<file path="src/sv/wvp_pkg.sv">
// Shared constants, types and register codes for the wheel velocity PI regulator.
package wvp_pkg;

  // Field widths
  localparam int TickWidth  = 16;
  localparam int CountBits  = 16;
  localparam int SpeedWidth = 8;
  localparam int GainWidth  = 16;
  localparam int ErrWidth   = 17;
  localparam int SumWidth   = 32;
  localparam int PropWidth  = 17;
  localparam int DriveWidth = 8;

  // Only the low CountBits bits of the tick count take part
  localparam logic [TickWidth-1:0] CountMask = (CountBits >= TickWidth) ?
      {TickWidth{1'b1}} : TickWidth'((64'd1 << CountBits) - 64'd1);

  // Shared divider geometry: radix-16, four restoring steps per cycle
  localparam int QuoWidth  = 40;
  localparam int DigitBits = 4;
  localparam int Digits    = QuoWidth / DigitBits;
  localparam int CntWidth  = $clog2(Digits + 1);

  // Widths of the scaled quotients and their sum
  localparam int PdWidth     = 27;   // |err| * 1000 < 2^26
  localparam int IdWidth     = 39;   // |sum| * 100 < 2^38
  localparam int DrvSumWidth = 40;

  // Loop constants
  localparam int SumCap       = 4000;
  localparam int PropScale    = 1000;
  localparam int IntegScale   = 100;
  localparam int DriveMax     = 250;
  localparam int DriveOver    = 100;
  localparam int SetpointFull = 200;
  localparam int SpeedFull    = 255;
  localparam int PropReset    = 1500;
  localparam int IntegReset   = 10000;

  // Register indexes (byte address / 4)
  localparam logic [1:0] RegEnable = 2'd0;
  localparam logic [1:0] RegSpeed  = 2'd1;
  localparam logic [1:0] RegProp   = 2'd2;
  localparam logic [1:0] RegInteg  = 2'd3;

  typedef struct packed {
    logic                  enable;
    logic [SpeedWidth-1:0] speed;
    logic [GainWidth-1:0]  prop_div;
    logic [GainWidth-1:0]  integ_div;
  } cfg_t;

  typedef struct packed {
    logic                 start;
    logic [QuoWidth-1:0]  dividend;
    logic [GainWidth-1:0] divisor;
  } div_req_t;

  typedef struct packed {
    logic                done;
    logic [QuoWidth-1:0] quotient;
  } div_rsp_t;

  typedef struct packed {
    logic [DriveWidth-1:0]      drive;
    logic signed [PropWidth-1:0] prop;
    logic signed [SumWidth-1:0]  integ;
  } res_t;

endpackage

</file>
<file path="src/sv/wvp_divider.sv">
// Shared iterative unsigned divider, four quotient bits per cycle.
module wvp_divider (
  input  logic               clk,
  input  logic               rst_n,
  input  wvp_pkg::div_req_t  req,
  output wvp_pkg::div_rsp_t  rsp
);

  logic [wvp_pkg::QuoWidth-1:0]  quo_r, quo_nxt;
  logic [wvp_pkg::GainWidth-1:0] rem_r, rem_nxt;
  logic [wvp_pkg::GainWidth-1:0] dvs_r;
  logic [wvp_pkg::CntWidth-1:0]  cnt_r;
  logic                          done_r;

  // One radix-16 digit: four restoring shift/subtract steps
  always_comb begin
    logic [wvp_pkg::GainWidth:0]   part;
    logic [wvp_pkg::GainWidth-1:0] rem_v;
    logic [wvp_pkg::QuoWidth-1:0]  quo_v;
    rem_v = rem_r;
    quo_v = quo_r;
    part  = '0;
    for (int i = 0; i < wvp_pkg::DigitBits; i++) begin
      part  = {rem_v, quo_v[wvp_pkg::QuoWidth-1]};
      quo_v = {quo_v[wvp_pkg::QuoWidth-2:0], 1'b0};
      if (part >= {1'b0, dvs_r}) begin
        part     = part - {1'b0, dvs_r};
        quo_v[0] = 1'b1;
      end
      rem_v = part[wvp_pkg::GainWidth-1:0];
    end
    rem_nxt = rem_v;
    quo_nxt = quo_v;
  end

  // Digit counter and done pulse
  always_ff @(posedge clk) begin
    if (!rst_n) begin
      cnt_r  <= '0;
      done_r <= 1'b0;
    end else begin
      done_r <= 1'b0;
      if (req.start) begin
        cnt_r <= wvp_pkg::CntWidth'(wvp_pkg::Digits);
      end else if (cnt_r != '0) begin
        cnt_r <= cnt_r - 1'b1;
        if (cnt_r == wvp_pkg::CntWidth'(1)) begin
          done_r <= 1'b1;
        end
      end
    end
  end

  // Datapath: quotient shifts in over the dividend
  always_ff @(posedge clk) begin
    if (req.start) begin
      quo_r <= req.dividend;
      rem_r <= '0;
      dvs_r <= req.divisor;
    end else if (cnt_r != '0) begin
      quo_r <= quo_nxt;
      rem_r <= rem_nxt;
    end
  end

  assign rsp.done     = done_r;
  assign rsp.quotient = quo_r;

endmodule

</file>
<file path="src/sv/wvp_core.sv">
// Sequencer for one PI step: setpoint, error sum, and five divisions on the shared divider.
module wvp_core (
  input  logic               clk,
  input  logic               rst_n,
  input  logic               in_accept,
  input  logic [wvp_pkg::TickWidth-1:0] tick_count,
  input  wvp_pkg::cfg_t      cfg,
  input  logic               res_take,
  output logic               ready,
  output logic               res_valid,
  output wvp_pkg::res_t      res,
  output wvp_pkg::div_req_t  div_req,
  input  wvp_pkg::div_rsp_t  div_rsp
);

  localparam logic [3:0] S_IDLE = 4'd0;
  localparam logic [3:0] S_SETP = 4'd1;
  localparam logic [3:0] S_PREP = 4'd2;
  localparam logic [3:0] S_PT   = 4'd3;
  localparam logic [3:0] S_PD   = 4'd4;
  localparam logic [3:0] S_IT   = 4'd5;
  localparam logic [3:0] S_ID   = 4'd6;
  localparam logic [3:0] S_DRV  = 4'd7;
  localparam logic [3:0] S_OUT  = 4'd8;

  logic [3:0] state_r, state_nxt;

  logic [wvp_pkg::TickWidth-1:0]       count_r;
  logic signed [wvp_pkg::SumWidth-1:0] sum_r;
  logic                                err_neg_r, sum_neg_r;
  logic [wvp_pkg::GainWidth-1:0]       err_mag_r;
  logic [wvp_pkg::SumWidth-1:0]        sum_mag_r;
  logic signed [wvp_pkg::PdWidth-1:0]  pd_r;
  logic signed [wvp_pkg::IdWidth-1:0]  id_r;
  logic signed [wvp_pkg::PropWidth-1:0] prop_r;
  logic signed [wvp_pkg::SumWidth-1:0] integ_r;
  logic [wvp_pkg::DriveWidth-1:0]      drive_r;

  logic [wvp_pkg::GainWidth-1:0] kp, ki;
  logic [wvp_pkg::SpeedWidth-1:0] setpoint;
  logic signed [wvp_pkg::ErrWidth-1:0]   err;
  logic signed [wvp_pkg::ErrWidth-1:0]   err_abs;
  logic signed [wvp_pkg::SumWidth:0]     sum_wide;
  logic signed [wvp_pkg::SumWidth-1:0]   sum_sat;
  logic signed [wvp_pkg::SumWidth:0]     sum_abs;
  logic signed [wvp_pkg::QuoWidth:0]     q_mag, q_val;
  logic                                  q_neg;
  logic signed [wvp_pkg::DrvSumWidth-1:0] drive_sum;
  logic [wvp_pkg::DriveWidth-1:0]         drive_clamped;

  // A zero divisor acts as one
  assign kp = (cfg.prop_div == '0) ? wvp_pkg::GainWidth'(1) : cfg.prop_div;
  assign ki = (cfg.integ_div == '0) ? wvp_pkg::GainWidth'(1) : cfg.integ_div;

  // Error and saturated running sum once the setpoint is known
  always_comb begin
    setpoint = div_rsp.quotient[wvp_pkg::SpeedWidth-1:0];
    err      = $signed({9'd0, setpoint}) - $signed({1'b0, count_r});
    err_abs  = err[wvp_pkg::ErrWidth-1] ? -err : err;
    sum_wide = $signed({sum_r[wvp_pkg::SumWidth-1], sum_r})
             + (wvp_pkg::SumWidth+1)'(err);
    if (sum_wide > (wvp_pkg::SumWidth+1)'(wvp_pkg::SumCap)) begin
      sum_sat = wvp_pkg::SumWidth'(wvp_pkg::SumCap);
    end else if (sum_wide < $signed({2'b11, {(wvp_pkg::SumWidth-1){1'b0}}})) begin
      sum_sat = $signed({1'b1, {(wvp_pkg::SumWidth-1){1'b0}}});
    end else begin
      sum_sat = sum_wide[wvp_pkg::SumWidth-1:0];
    end
    sum_abs = sum_sat[wvp_pkg::SumWidth-1] ? -(wvp_pkg::SumWidth+1)'(sum_sat)
                                           : (wvp_pkg::SumWidth+1)'(sum_sat);
  end

  // Sign restore on the unsigned quotient (truncation toward zero)
  always_comb begin
    q_neg = (state_r == S_PT || state_r == S_PD) ? err_neg_r : sum_neg_r;
    q_mag = $signed({1'b0, div_rsp.quotient});
    q_val = q_neg ? -q_mag : q_mag;
  end

  // Drive sum and clamp
  always_comb begin
    drive_sum = wvp_pkg::DrvSumWidth'(pd_r) + wvp_pkg::DrvSumWidth'(id_r);
    if (drive_sum < 0) begin
      drive_clamped = '0;
    end else if (drive_sum > wvp_pkg::DrvSumWidth'(wvp_pkg::DriveMax)) begin
      drive_clamped = wvp_pkg::DriveWidth'(wvp_pkg::DriveOver);
    end else begin
      drive_clamped = drive_sum[wvp_pkg::DriveWidth-1:0];
    end
  end

  // Sequencer and divider requests
  always_comb begin
    state_nxt        = state_r;
    div_req.start    = 1'b0;
    div_req.dividend = '0;
    div_req.divisor  = '0;
    case (state_r)
      S_IDLE: begin
        if (in_accept && cfg.enable) begin
          div_req.start    = 1'b1;
          div_req.dividend = wvp_pkg::QuoWidth'(cfg.speed)
                           * wvp_pkg::QuoWidth'(wvp_pkg::SetpointFull);
          div_req.divisor  = wvp_pkg::GainWidth'(wvp_pkg::SpeedFull);
          state_nxt        = S_SETP;
        end
      end
      S_SETP: begin
        if (div_rsp.done) begin
          state_nxt = (setpoint == '0) ? S_IDLE : S_PREP;
        end
      end
      S_PREP: begin
        div_req.start    = 1'b1;
        div_req.dividend = wvp_pkg::QuoWidth'(err_mag_r);
        div_req.divisor  = kp;
        state_nxt        = S_PT;
      end
      S_PT: begin
        if (div_rsp.done) begin
          div_req.start    = 1'b1;
          div_req.dividend = wvp_pkg::QuoWidth'(err_mag_r)
                           * wvp_pkg::QuoWidth'(wvp_pkg::PropScale);
          div_req.divisor  = kp;
          state_nxt        = S_PD;
        end
      end
      S_PD: begin
        if (div_rsp.done) begin
          div_req.start    = 1'b1;
          div_req.dividend = wvp_pkg::QuoWidth'(sum_mag_r);
          div_req.divisor  = ki;
          state_nxt        = S_IT;
        end
      end
      S_IT: begin
        if (div_rsp.done) begin
          div_req.start    = 1'b1;
          div_req.dividend = wvp_pkg::QuoWidth'(sum_mag_r)
                           * wvp_pkg::QuoWidth'(wvp_pkg::IntegScale);
          div_req.divisor  = ki;
          state_nxt        = S_ID;
        end
      end
      S_ID: begin
        if (div_rsp.done) begin
          state_nxt = S_DRV;
        end
      end
      S_DRV: begin
        state_nxt = S_OUT;
      end
      S_OUT: begin
        if (res_take) begin
          state_nxt = S_IDLE;
        end
      end
      default: begin
        state_nxt = S_IDLE;
      end
    endcase
  end

  // Control state and the running error sum
  always_ff @(posedge clk) begin
    if (!rst_n) begin
      state_r <= S_IDLE;
      sum_r   <= '0;
    end else begin
      state_r <= state_nxt;
      if (state_r == S_SETP && div_rsp.done && setpoint != '0) begin
        sum_r <= sum_sat;
      end
    end
  end

  // Payload captures
  always_ff @(posedge clk) begin
    if (state_r == S_IDLE && in_accept) begin
      count_r <= tick_count & wvp_pkg::CountMask;
    end
    if (state_r == S_SETP && div_rsp.done) begin
      err_neg_r <= err[wvp_pkg::ErrWidth-1];
      err_mag_r <= err_abs[wvp_pkg::GainWidth-1:0];
      sum_neg_r <= sum_sat[wvp_pkg::SumWidth-1];
      sum_mag_r <= sum_abs[wvp_pkg::SumWidth-1:0];
    end
    if (div_rsp.done) begin
      case (state_r)
        S_PT:    prop_r  <= q_val[wvp_pkg::PropWidth-1:0];
        S_PD:    pd_r    <= q_val[wvp_pkg::PdWidth-1:0];
        S_IT:    integ_r <= q_val[wvp_pkg::SumWidth-1:0];
        S_ID:    id_r    <= q_val[wvp_pkg::IdWidth-1:0];
        default: ;
      endcase
    end
    if (state_r == S_DRV) begin
      drive_r <= drive_clamped;
    end
  end

  assign ready     = (state_r == S_IDLE);
  assign res_valid = (state_r == S_OUT);
  assign res.drive = drive_r;
  assign res.prop  = prop_r;
  assign res.integ = integ_r;

  // Divider completes only while a division is awaited
  a_done_in_wait: assert property (@(posedge clk) disable iff (!rst_n)
    div_rsp.done |-> (state_r == S_SETP || state_r == S_PT || state_r == S_PD ||
                      state_r == S_IT || state_r == S_ID))
    else $error("divider done outside a wait state");

  // Error sum moves only when a step commits
  a_sum_idle: assert property (@(posedge clk) disable iff (!rst_n)
    (state_r == S_IDLE) |=> $stable(sum_r))
    else $error("error sum changed from idle");

  // Running sum stays at or below its cap
  a_sum_cap: assert property (@(posedge clk) disable iff (!rst_n)
    (state_r == S_PREP) |-> (sum_r <= wvp_pkg::SumWidth'(wvp_pkg::SumCap)))
    else $error("error sum above cap");

  // Clamped drive never exceeds its ceiling
  a_drive_range: assert property (@(posedge clk) disable iff (!rst_n)
    res_valid |-> (res.drive <= wvp_pkg::DriveWidth'(wvp_pkg::DriveMax)))
    else $error("drive out of range");

  // A waiting result holds until taken
  a_result_hold: assert property (@(posedge clk) disable iff (!rst_n)
    (res_valid && !res_take) |=> (res_valid && $stable(res)))
    else $error("pending result dropped or changed");

endmodule

</file>
<file path="src/sv/wheel_velocity_pi_regulator_unit.sv">
// Top level: register port, stream handshakes, result register, core and divider.
//
//  channel  | direction | handshake                  | payload
//  ---------+-----------+----------------------------+-------------------------------
//  in_      | request   | in_tvalid / in_tready      | in_tdata: tick_count
//  out_     | result    | out_tvalid / out_tready    | out_tdata: drive, prop, integ
//  cfg_     | registers | psel, penable, pwrite      | paddr, pwdata, prdata
//
// From acceptance to result, a request passes through five divisions on
// the shared radix-16 divider (setpoint, both proportional and both integral
// quotients) and the control states between them.
// in_tready is high only while the sequencer is idle; a disabled loop or a zero
// setpoint retires the request with no result.
// The result register frees the sequencer as soon as its result is loaded;
// a stalled out_tready holds both the register and, once it is full, the sequencer.
// Reset (synchronous, active low) clears the error sum and the registers to their
// reset values.
module wheel_velocity_pi_regulator_unit (
  input  logic        clk,
  input  logic        rst_n,
  // Input stream
  input  logic        in_tvalid,
  output logic        in_tready,
  input  logic [15:0] in_tdata,    // [15:0] tick_count
  // Result stream
  output logic        out_tvalid,
  input  logic        out_tready,
  output logic [63:0] out_tdata,   // [7:0] drive_value, [24:8] prop_term,
                                   // [56:25] integ_term, [63:57] zero
  // Register port
  input  logic        cfg_psel,
  input  logic        cfg_penable,
  input  logic        cfg_pwrite,
  input  logic [3:0]  cfg_paddr,
  input  logic [31:0] cfg_pwdata,
  output logic [31:0] cfg_prdata,
  output logic        cfg_pready
);

  wvp_pkg::cfg_t     cfg_r;
  wvp_pkg::div_req_t div_req;
  wvp_pkg::div_rsp_t div_rsp;
  wvp_pkg::res_t     res;
  wvp_pkg::res_t     out_r;
  logic              out_valid_r;
  logic              core_ready;
  logic              res_valid;
  logic              res_take;
  logic              in_accept;
  logic              cfg_write;
  logic [1:0]        cfg_index;

  assign cfg_pready = 1'b1;
  assign cfg_index  = cfg_paddr[3:2];
  assign cfg_write  = cfg_psel && cfg_penable && cfg_pwrite && cfg_pready;

  // Register writes
  always_ff @(posedge clk) begin
    if (!rst_n) begin
      cfg_r.enable    <= 1'b0;
      cfg_r.speed     <= '0;
      cfg_r.prop_div  <= wvp_pkg::GainWidth'(wvp_pkg::PropReset);
      cfg_r.integ_div <= wvp_pkg::GainWidth'(wvp_pkg::IntegReset);
    end else if (cfg_write) begin
      case (cfg_index)
        wvp_pkg::RegEnable: cfg_r.enable    <= cfg_pwdata[0];
        wvp_pkg::RegSpeed:  cfg_r.speed     <= cfg_pwdata[wvp_pkg::SpeedWidth-1:0];
        wvp_pkg::RegProp:   cfg_r.prop_div  <= cfg_pwdata[wvp_pkg::GainWidth-1:0];
        wvp_pkg::RegInteg:  cfg_r.integ_div <= cfg_pwdata[wvp_pkg::GainWidth-1:0];
        default: ;
      endcase
    end
  end

  // Register reads
  always_comb begin
    case (cfg_index)
      wvp_pkg::RegEnable: cfg_prdata = {31'd0, cfg_r.enable};
      wvp_pkg::RegSpeed:  cfg_prdata = 32'(cfg_r.speed);
      wvp_pkg::RegProp:   cfg_prdata = 32'(cfg_r.prop_div);
      wvp_pkg::RegInteg:  cfg_prdata = 32'(cfg_r.integ_div);
      default:            cfg_prdata = '0;
    endcase
  end

  assign in_tready = core_ready;
  assign in_accept = in_tvalid && core_ready;

  // Result register between the sequencer and the output stream
  assign res_take = res_valid && (!out_valid_r || out_tready);

  always_ff @(posedge clk) begin
    if (!rst_n) begin
      out_valid_r <= 1'b0;
    end else if (res_take) begin
      out_valid_r <= 1'b1;
    end else if (out_tready) begin
      out_valid_r <= 1'b0;
    end
  end

  always_ff @(posedge clk) begin
    if (res_take) begin
      out_r <= res;
    end
  end

  assign out_tvalid = out_valid_r;
  assign out_tdata  = {7'd0, out_r.integ, out_r.prop, out_r.drive};

  wvp_divider u_divider (
    .clk   (clk),
    .rst_n (rst_n),
    .req   (div_req),
    .rsp   (div_rsp)
  );

  wvp_core u_core (
    .clk        (clk),
    .rst_n      (rst_n),
    .in_accept  (in_accept),
    .tick_count (in_tdata),
    .cfg        (cfg_r),
    .res_take   (res_take),
    .ready      (core_ready),
    .res_valid  (res_valid),
    .res        (res),
    .div_req    (div_req),
    .div_rsp    (div_rsp)
  );

endmodule
</file>
<file path="config.mk">
export PLATFORM = sky130hd
export DESIGN_NAME = wheel_velocity_pi_regulator_unit
export DESIGN_NICKNAME = d
export VERILOG_FILES = /design/src/sv/wvp_pkg.sv /design/src/sv/wvp_divider.sv /design/src/sv/wvp_core.sv /design/src/sv/wheel_velocity_pi_regulator_unit.sv
export SDC_FILE = /design/constraint.sdc
export NUM_CORES = 1
export LEC_CHECK = 0
export ABC_CLOCK_PERIOD_IN_PS = 13900
export BUFFER_PORTS_ARGS = -buffer_cell sky130_fd_sc_hd__buf_2
export CORE_MARGIN = 4
export CORE_UTILIZATION = 63
export DETAILED_ROUTE_END_ITERATION = 16
export HOLD_SLACK_MARGIN = 0.1
export MAX_ROUTING_LAYER = met4
export PLACE_DENSITY = 0.89
export SLEW_MARGIN = 20
export SYNTH_ARGS = -nofsm -noshare
export SYNTH_HDL_FRONTEND = slang
export SYNTH_SLANG_ARGS = --single-unit
</file>
<file path="constraint.sdc">
create_clock -name clk -period 13.9 [get_ports clk]
set_input_delay 4.17 -clock clk [delete_from_list [all_inputs] [get_ports clk]]
set_output_delay 4.17 -clock clk [all_outputs]
set_load 0.01 [all_outputs]
</file>
==> summary.txt, run 1 <==
DRT
--------------------------------------------------------------------------------
Violation count after the first detailed-route iteration                    2832
Total routed wirelength                                                 79800 um
Antenna-violating nets left                                                    0
TritonRoute pass-1 iters                                                       6
Count of vias placed by the detailed router                                25650
# DRC                                                                          0
Drt via density                                                            6.376
Routed length per instance                                              19.84 um

CLOCKING
--------------------------------------------------------------------------------
TritonCTS clock tree                                                         yes
Clock Latency Late Sink                                                  0.59 ns
Clk slew on worst S/H paths                                              0.06 ns
Num CTS Buffers                                                               44
Buffer levels on the longest clock path                                        3
CTS H-tree lvls                                                                2
Root Buffer                                                         sky130_fd_sc_hd__clkbuf_16
Number of hold buffers added after CTS                                         0
CTS-repair resized insts                                                       0
Number of sinks driven by the clock tree                                     401
Post-CTS Setup Inserts                                                         0

SETUP PATH
--------------------------------------------------------------------------------
Source of the critical timing path                                  u_divider.dvs_r[1]
Capturing point of the worst reg2reg path                           u_divider.rem_r[14]
Reg-to-reg slack, setup                                                  0.93 ns
Kind of launch point of the worst setup path                           flip-flop
Category of the worst setup path capture point                         flip-flop
Worst path max stage delay                                               0.85 ns
Data required time at the worst endpoint                                14.36 ns
Highest-delay cell along the critical path                          sky130_fd_sc_hd__nor3_1
Data arrival time of the worst path                                     13.44 ns
Number of cell instances on the worst register-to-register path               40
CP Class                                                              reg -> reg
CP Capture Point                                                    u_divider.rem_r[14]
Worst-path fanout max                                                         19
Source of the worst register-to-register timing path                u_divider.dvs_r[1]

HOLD PATH
--------------------------------------------------------------------------------
Worst min path class                                                  reg -> reg

LOGIC SYNTHESIS
--------------------------------------------------------------------------------
Share of async-settable or async-resettable flops after synthesis              0
Syn Area/Cell                                                        9.760 sq um
Number of warning messages in the yosys log                                    0
Distinct cells, synth                                                        104
Most instantiated flip-flop cell in the synthesis netlist           sky130_fd_sc_hd__edfxtp_1
Post-Syn Area                                                        31610 sq um
Proportion of synthesized chip area in sequential cells                   0.3495
Number of flops mapped to enable cells by yosys                              302
Synthesized instance count                                                  3239
Flops & latches, synth                                                       401

FLOW RUN
--------------------------------------------------------------------------------
Max-cap violations                                                             0

GLOBAL ROUTE
--------------------------------------------------------------------------------
Antenna violations before repair                                               0
Global router's overall resource usage                                    0.3002
Grt total ovfl                                                                 0
Via count of the first global-routing pass                                 24260
Wire length of the first global-routing pass                           127500 um
Maximum number of pins on one net before global-route repair                  61

STA
--------------------------------------------------------------------------------
Total count of max-transition violations in the final report                   0
Highest attainable clock frequency                                   0.07707 GHz
Post-route minimum period                                               12.97 ns
WHS                                                                    0.4080 ns
RSZ-0062 raised after global routing                                          no
Final hold vios                                                                0
Setup_tns                                                                   0 ns
Final period util                                                         0.9334
Setup clock skew after layout                                         0.01706 ns
Final setup vio count                                                          0
Worst-case headroom to the max-slew limit                                 0.2739
Slew at the pin closest to its max-slew limit                           1.081 ns
Slack of the critical path                                             0.9253 ns

CELLS AND AREA
--------------------------------------------------------------------------------
Area of the multi-input gates                                        18960 sq um
Antenna diode instance count                                                   0
Fin nets                                                                    3801
Synthesis-to-layout area growth                                           8.264%
Sequential cell area                                                 11050 sq um
Layout cell share with drive strength beyond 1                           0.09140
Post-Layout Cell Count                                                      4023
Filler cell count                                                           3644

OUTCOME
--------------------------------------------------------------------------------
Status                                                              finished, final reports clean

PLACE
--------------------------------------------------------------------------------
Routability Congestion                                                    0.9810
Number of port buffers                                                       115
Worst slack at placement                                                1.223 ns
Detailed-placement wirelength estimate                                  60680 um
Inst Count DP                                                               3942

FLOORPLANNING
--------------------------------------------------------------------------------
Placement Rows                                                                81
IO Pins                                                                      158
Starting Density                                                          0.6418
DIE HEIGHT                                                              232.0 um
Die Area                                                             53830 sq um
Die span in x                                                           232.0 um
Total core area                                                      49250 sq um

[how the worst min path moves through the flow]
stage                                   from       endpoint  depth (start not counted)
after floorplan            u_core.drive_r[0]   out_tdata[0]                          0
after global placement    u_core.integ_r[22]  out_tdata[47]                          0
after detailed placement   u_core.integ_r[5]  out_tdata[30]                          0
after CTS                  u_core.integ_r[1]  out_tdata[26]                          0
after global routing       u_core.integ_r[1]  out_tdata[26]                          0
final                      u_core.integ_r[1]  out_tdata[26]                          0
[synthesized netlist by cell type, types with 19 or more instances]
| library cell | instances | share of area |
|---|---|---|
| sky130_fd_sc_hd__ha_1 | 327 | 0.13 |
| sky130_fd_sc_hd__edfxtp_1 | 302 | 0.29 |
| sky130_fd_sc_hd__inv_1 | 296 | 0.035 |
| sky130_fd_sc_hd__nand2_1 | 250 | 0.030 |
| sky130_fd_sc_hd__a21oi_1 | 192 | 0.030 |
| sky130_fd_sc_hd__nor2_1 | 183 | 0.022 |
| sky130_fd_sc_hd__o21ai_0 | 153 | 0.024 |
| sky130_fd_sc_hd__xnor2_1 | 135 | 0.037 |
| sky130_fd_sc_hd__dfxtp_1 | 99 | 0.063 |
| sky130_fd_sc_hd__fa_1 | 91 | 0.058 |
| sky130_fd_sc_hd__clkbuf_1 | 79 | 0.0094 |
| sky130_fd_sc_hd__a21o_1 | 77 | 0.018 |
| sky130_fd_sc_hd__xor2_1 | 69 | 0.019 |
| sky130_fd_sc_hd__nand3_1 | 66 | 0.010 |
| sky130_fd_sc_hd__nor3_1 | 55 | 0.0087 |
| sky130_fd_sc_hd__o21a_1 | 44 | 0.010 |
| sky130_fd_sc_hd__nor2b_1 | 41 | 0.0081 |
| sky130_fd_sc_hd__mux2i_1 | 39 | 0.012 |
| sky130_fd_sc_hd__a22o_1 | 37 | 0.010 |
| sky130_fd_sc_hd__nand4_1 | 33 | 0.0065 |
| sky130_fd_sc_hd__a21boi_0 | 32 | 0.0076 |
| sky130_fd_sc_hd__mux2_2 | 32 | 0.011 |
| sky130_fd_sc_hd__and2_1 | 28 | 0.0055 |
| sky130_fd_sc_hd__nand2b_1 | 28 | 0.0055 |
| sky130_fd_sc_hd__or3_1 | 28 | 0.0055 |
| sky130_fd_sc_hd__a31oi_1 | 27 | 0.0053 |
| sky130_fd_sc_hd__nor3b_1 | 27 | 0.0064 |
| sky130_fd_sc_hd__buf_4 | 25 | 0.0059 |
| sky130_fd_sc_hd__nor4_1 | 25 | 0.0049 |
| sky130_fd_sc_hd__and3_1 | 24 | 0.0047 |
| sky130_fd_sc_hd__o21bai_1 | 24 | 0.0057 |
| sky130_fd_sc_hd__a22oi_1 | 22 | 0.0052 |
| sky130_fd_sc_hd__a211oi_1 | 20 | 0.0047 |
| sky130_fd_sc_hd__o31ai_1 | 20 | 0.0047 |
| sky130_fd_sc_hd__o211ai_1 | 19 | 0.0045 |
[cell families after synthesis]
logic type,synth area share
mux,0.02755
buf+inv,0.05470
other cells,0.0002376
xor+xnor,0.05652
simple gates,0.1343
flops,0.3495
compound gates,0.1901
fa+ha+maj,0.1870
[area by class of cell]
cell class / instances / share of cell area
Multi-Input combinational cell: 2441 / 0.5540
Sequential cell: 401 / 0.3229
Clock buffer: 57 / 0.03487
Inverter: 297 / 0.03257
Tap cell: 664 / 0.02427
Timing Repair Buffer: 139 / 0.02208
Clock inverter: 24 / 0.009322
[worst max-delay path: cells and delay by family (launching register included)]
kind                     cells  cell delay [ns]
AO/OA/AOI/OAI               22             7.01
AND/OR/NAND/NOR              8             2.58
multiplexers                 3             1.20
adder cells (fa/ha/maj)      4             1.13
flip-flops                   1             0.46
buffers and inverters        3             0.44
[stage by stage]
| step | util | area (sq um) |
|---|---|---|
| 6_report | 0.6949 | 34230 |
| 3_3_place_gp | 0.6641 | 32710 |
| 4_1_cts | 0.6948 | 34220 |
| 2_1_floorplan | - | 31700 |
| 3_5_place_dp | 0.6641 | 32710 |
| 5_1_grt | 0.6949 | 34230 |
[flip-flops by register name, indices dropped and copies added (netlist names), 4 cells and up]
name,cells
u_divider.rem_r,16
u_core.state_r,4
u_divider.dvs_r,16
u_core.integ_r,32
u_core.sum_mag_r,32
u_core.prop_r,17
u_core.sum_r,32
u_divider.cnt_r,4
u_core.drive_r,8
u_core.pd_r,27
u_core.id_r,39
cfg_r,41
u_core.count_r,16
out_tdata,57
u_core.err_mag_r,16
u_divider.quo_r,40
[placed cells by master, fill, tap and decap left out, drive strengths merged, types with 27 or more instances in the layout]
cell type / instances
a21o: 77
fa: 91
mux2i: 40
or3: 28
a21boi: 33
nand2b: 29
nand3: 66
nor3b: 27
a22o: 37
edfxtp: 302
nor2: 184
inv: 301
nand2: 250
clkbuf: 57
and2: 31
xnor2: 135
nand4: 33
xor2: 69
nor2b: 42
buf: 139
nor3: 57
dfxtp: 99
a21oi: 194
o21ai: 163
a31oi: 28
mux2: 37
ha: 327
o21a: 44
[metal layers]
| layer | vias to the layer above | part of all wire | GRT usage |
|---|---|---|---|
| met2 | 1268 | 0.46 | 0.4779 |
| met4 | 0 | 0.034 | 0.09210 |
| li1 | 12050 | - | - |
| met1 | 12150 | 0.41 | 0.3992 |
| met3 | 193 | 0.096 | 0.04882 |
| met5 | - | 0 | - |
Power of run 1 is not shown: default switching activity piles up to over one toggle a cycle in this logic, so the estimate is an artifact.
==> run 2, diff against run 1 <==
--- a/config.mk
+++ b/config.mk
@@ -5,14 +5,15 @@
 export SDC_FILE = /design/constraint.sdc
 export NUM_CORES = 1
 export LEC_CHECK = 0
+export ABC_AREA = 1
 export ABC_CLOCK_PERIOD_IN_PS = 13900
 export BUFFER_PORTS_ARGS = -buffer_cell sky130_fd_sc_hd__buf_2
 export CORE_MARGIN = 4
-export CORE_UTILIZATION = 63
+export CORE_UTILIZATION = 64
 export DETAILED_ROUTE_END_ITERATION = 16
 export HOLD_SLACK_MARGIN = 0.1
 export MAX_ROUTING_LAYER = met4
-export PLACE_DENSITY = 0.89
+export PLACE_DENSITY = 0.9
 export SLEW_MARGIN = 20
 export SYNTH_ARGS = -nofsm -noshare
 export SYNTH_HDL_FRONTEND = slang
==> run 2 against run 1 <==
First-iteration DRC count grew 14%; sequential share of layout area shrank 1.1 points; fmax grew 7.2%; flip-flop and latch count is the same; utilization grew 0.89 points; hold slack gained 0.0097 ns; synthesized area grew 3.7%; routed wire length grew 14%; highest routed layer unchanged; non-clock buffer count shrank 8; critical path depth grew 17; critical endpoint is now u_divider.quo_r[0].
==> summary.txt, run 2 <==
OUTCOME
---------------------------------------------------------------------------------
Status                                                               finished, final reports clean

STA
---------------------------------------------------------------------------------
Worst-case headroom to the max-slew limit                                  0.2603   -0.01363
Final hold vios                                                                 0   unchanged
WHS                                                                     0.4178 ns   +0.009712 ns
Slew at the pin closest to its max-slew limit                            1.105 ns   +0.02467 ns
RSZ-0062 raised after global routing                                           no
Post-route minimum period                                                12.10 ns   -0.8700 ns
Final setup vio count                                                           0   unchanged
Setup clock skew after layout                                          0.02905 ns   +0.01199 ns
Total count of max-transition violations in the final report                    0   unchanged
Final period util                                                          0.8708   -0.06259
Highest attainable clock frequency                                    0.08261 GHz   +7.2%
Setup_tns                                                                    0 ns   unchanged

PLACE
---------------------------------------------------------------------------------
Number of port buffers                                                        115   unchanged
Detailed-placement wirelength estimate                                   69130 um   +14%
Routability Congestion                                                     0.9871   +0.62%
Cell area reported after detailed placement                           33940 sq um   +3.8%
Inst Count DP                                                                4879   +24%

CLOCKING
---------------------------------------------------------------------------------
Number of sinks driven by the clock tree                                      401   unchanged
Number of hold buffers added after CTS                                          0   unchanged
Clock Latency Late Sink                                                   0.62 ns   +0.03 ns
Buffer levels on the longest clock path                                         3   unchanged
TritonCTS clock tree                                                          yes
Clk slew on worst S/H paths                                               0.07 ns   about the same
CTS H-tree lvls                                                                 2   unchanged
Num CTS Buffers                                                                44   unchanged
CTS-repair resized insts                                                        0   unchanged
Root Buffer                                                          sky130_fd_sc_hd__clkbuf_16
Post-CTS Setup Inserts                                                          0   unchanged

FLOORPLANNING
---------------------------------------------------------------------------------
Starting Density                                                           0.6507   +0.008840
Placement Rows                                                                 82   +1.2%
Die span in x                                                            234.3 um   +0.99%
Total core area                                                       50380 sq um   +2.3%
IO Pins                                                                       158   unchanged
Die Area                                                              54900 sq um   +2.0%
DIE HEIGHT                                                               234.3 um   +0.99%

SETUP PATH
---------------------------------------------------------------------------------
CP Class                                                               reg -> reg
Top cell family by delay on the critical path                        simple AND/OR/NAND/NOR gates
Source of the worst register-to-register timing path                 u_divider.dvs_r[1]
Worst path max stage delay                                                0.69 ns   -0.16 ns
Kind of launch point of the worst setup path                            flip-flop
Worst-path fanout max                                                          30   +11
Category of the worst setup path capture point                          flip-flop
Data required time at the worst endpoint                                 14.22 ns   -0.14 ns
Source of the critical timing path                                   u_divider.dvs_r[1]
Highest-delay cell along the critical path                           sky130_fd_sc_hd__o21ai_0
Number of buffer and inverter instances along the worst setup path              4   +1
Cell repeated most along the worst path                              sky130_fd_sc_hd__nand2_1
Data arrival time of the worst path                                      12.43 ns   -1.01 ns

CELLS AND AREA
---------------------------------------------------------------------------------
Leading cell type in the layout, fill and taps excluded              sky130_fd_sc_hd__nand2_1
Synthesis-to-layout area growth                                            8.153%
Most frequent cells in the layout                                    sky130_fd_sc_hd__nand2_1, sky130_fd_sc_hd__inv_1, sky130_fd_sc_hd__ha_1
Layout cell share with drive strength beyond 1                            0.07018   -0.02122
Largest register FFs                                                           57   unchanged
Finished Cell Area                                                    35450 sq um   +3.6%
Fin nets                                                                     4731   +24%
Post-Layout Cell Count                                                       4963   +23%

DRT
---------------------------------------------------------------------------------
Routed length per instance                                               18.32 um   -7.7%
Total routed wirelength                                                  90900 um   +14%
# DRC                                                                           0   unchanged
TritonRoute pass-1 iters                                                        8   +2
Count of vias placed by the detailed router                                 29170   +14%
Antenna-violating nets left                                                     0   unchanged
Drt via density                                                             5.878   -7.8%
Violation count after the first detailed-route iteration                     3229   +14%

LOGIC SYNTHESIS
---------------------------------------------------------------------------------
Most common cell in the synthesized netlist                          sky130_fd_sc_hd__nand2_1
Distinct cells, synth                                                          65   -38%
Share of async-settable or async-resettable flops after synthesis               0   unchanged
Library cell occupying the most area in the post-synthesis netlist   sky130_fd_sc_hd__edfxtp_1
Number of flops mapped to enable cells by yosys                               302   unchanged
Main area contributors after synthesis                               sky130_fd_sc_hd__edfxtp_1, sky130_fd_sc_hd__ha_1, sky130_fd_sc_hd__nand2_1
Commonest cells in the netlist                                       sky130_fd_sc_hd__nand2_1, sky130_fd_sc_hd__inv_1, sky130_fd_sc_hd__nor2_1
Proportion of synthesized chip area in sequential cells                    0.3371   -0.01242
Post-Syn Area                                                         32780 sq um   +3.7%
Share of the synthesized area in the top cell type                         0.2767   -0.01019
Flops & latches, synth                                                        401   unchanged
Most instantiated flip-flop cell in the synthesis netlist            sky130_fd_sc_hd__edfxtp_1
Number of warning messages in the yosys log                                     0   unchanged
Syn Area/Cell                                                         7.902 sq um   -19%
Synthesized instance count                                                   4148   +28%

GLOBAL ROUTE
---------------------------------------------------------------------------------
Via count of the first global-routing pass                                  27730   +14%
Wire length of the first global-routing pass                            142300 um   +12%
Global router's overall resource usage                                     0.3359   +0.03563
Grt total ovfl                                                                  0   unchanged
Maximum number of pins on one net before global-route repair                   72   +18%
Antenna violations before repair                                                1   +1

HOLD PATH
---------------------------------------------------------------------------------
Worst min path class                                                   reg -> reg
HP Start                                                             u_core.integ_r[11]

FLOW RUN
---------------------------------------------------------------------------------
Max-cap violations                                                              0   unchanged

-- run 2: changes by cell type in the layout (fill, tap and decap cells not counted), moves of 38 or more --
cell	previous run	this run
sky130_fd_sc_hd__nand3_1	66	182
sky130_fd_sc_hd__inv_1	294	704
sky130_fd_sc_hd__a21oi_1	192	316
sky130_fd_sc_hd__xnor2_1	135	76
sky130_fd_sc_hd__mux2i_1	38	0
sky130_fd_sc_hd__nor2_1	183	324
sky130_fd_sc_hd__nand2_1	250	871
sky130_fd_sc_hd__a21o_1	77	11
sky130_fd_sc_hd__nor2b_1	40	0
sky130_fd_sc_hd__o21ai_0	153	240
-- run 2: final cells by class --
| cell class | instances | area [sq um] |
|---|---|---|
| Tap cell | 672 | 840.8 |
| Clock inverter | 30 | 324.1 |
| Sequential cell | 401 | 11050 |
| Timing Repair Buffer | 131 | 708.2 |
| Clock buffer | 51 | 1157 |
| Fill cell | 3879 | 14920 |
| Inverter | 715 | 2684 |
| Multi-Input combinational cell | 2961 | 18680 |
| Antenna cell | 2 | 5.005 |
-- run 2: per-layer routing --
metal	routed length, um	global-route usage
met1	35090	0.4079
met2	42970	0.5532
met3	8015	0.05843
met4	4821	0.1484
met5	0	-
-- run 2: worst register-to-register path: cells and delay by family (launching register included) --
family	cells	cell delay, ns
AOI/OAI and AO/OA	13	3.56
DFF	1	0.50
and+or+nand+nor	36	5.64
adders and majority gates	4	1.39
buffers and inverters	4	0.80
-- run 2: metrics by stage --
stage | setup WS (ns) | util
final | 1.795 | 0.7037
after global routing | 0.7688 | 0.7037
after CTS | 2.040 | 0.7032
after detailed placement | 2.102 | 0.6738
after global placement | 2.383 | 0.6738
after floorplan | 4.876 | -
-- run 2: cells by family after synthesis --
kind of cell | synth area share
adders and majority gates | 0.1804
AOI/OAI and AO/OA | 0.1294
and+or+nand+nor | 0.2078
xor gates and xnor gates | 0.04779
DFF | 0.3371
buffers and inverters | 0.09726
other | 0.0002291
-- run 2: final timing paths --
| kind | endpoint | slack (ns) | cells after the start |
|---|---|---|---|
| setup / recovery | u_divider.quo_r[0] | 1.80 | 57 |
| hold / removal | out_tdata[36] | 0.42 | 0 |
| setup reg to reg | u_divider.quo_r[0] | 1.80 | 57 |
| hold reg to reg | out_tdata[36] | 0.42 | 0 |
Power of run 2 is left out for the same reason.
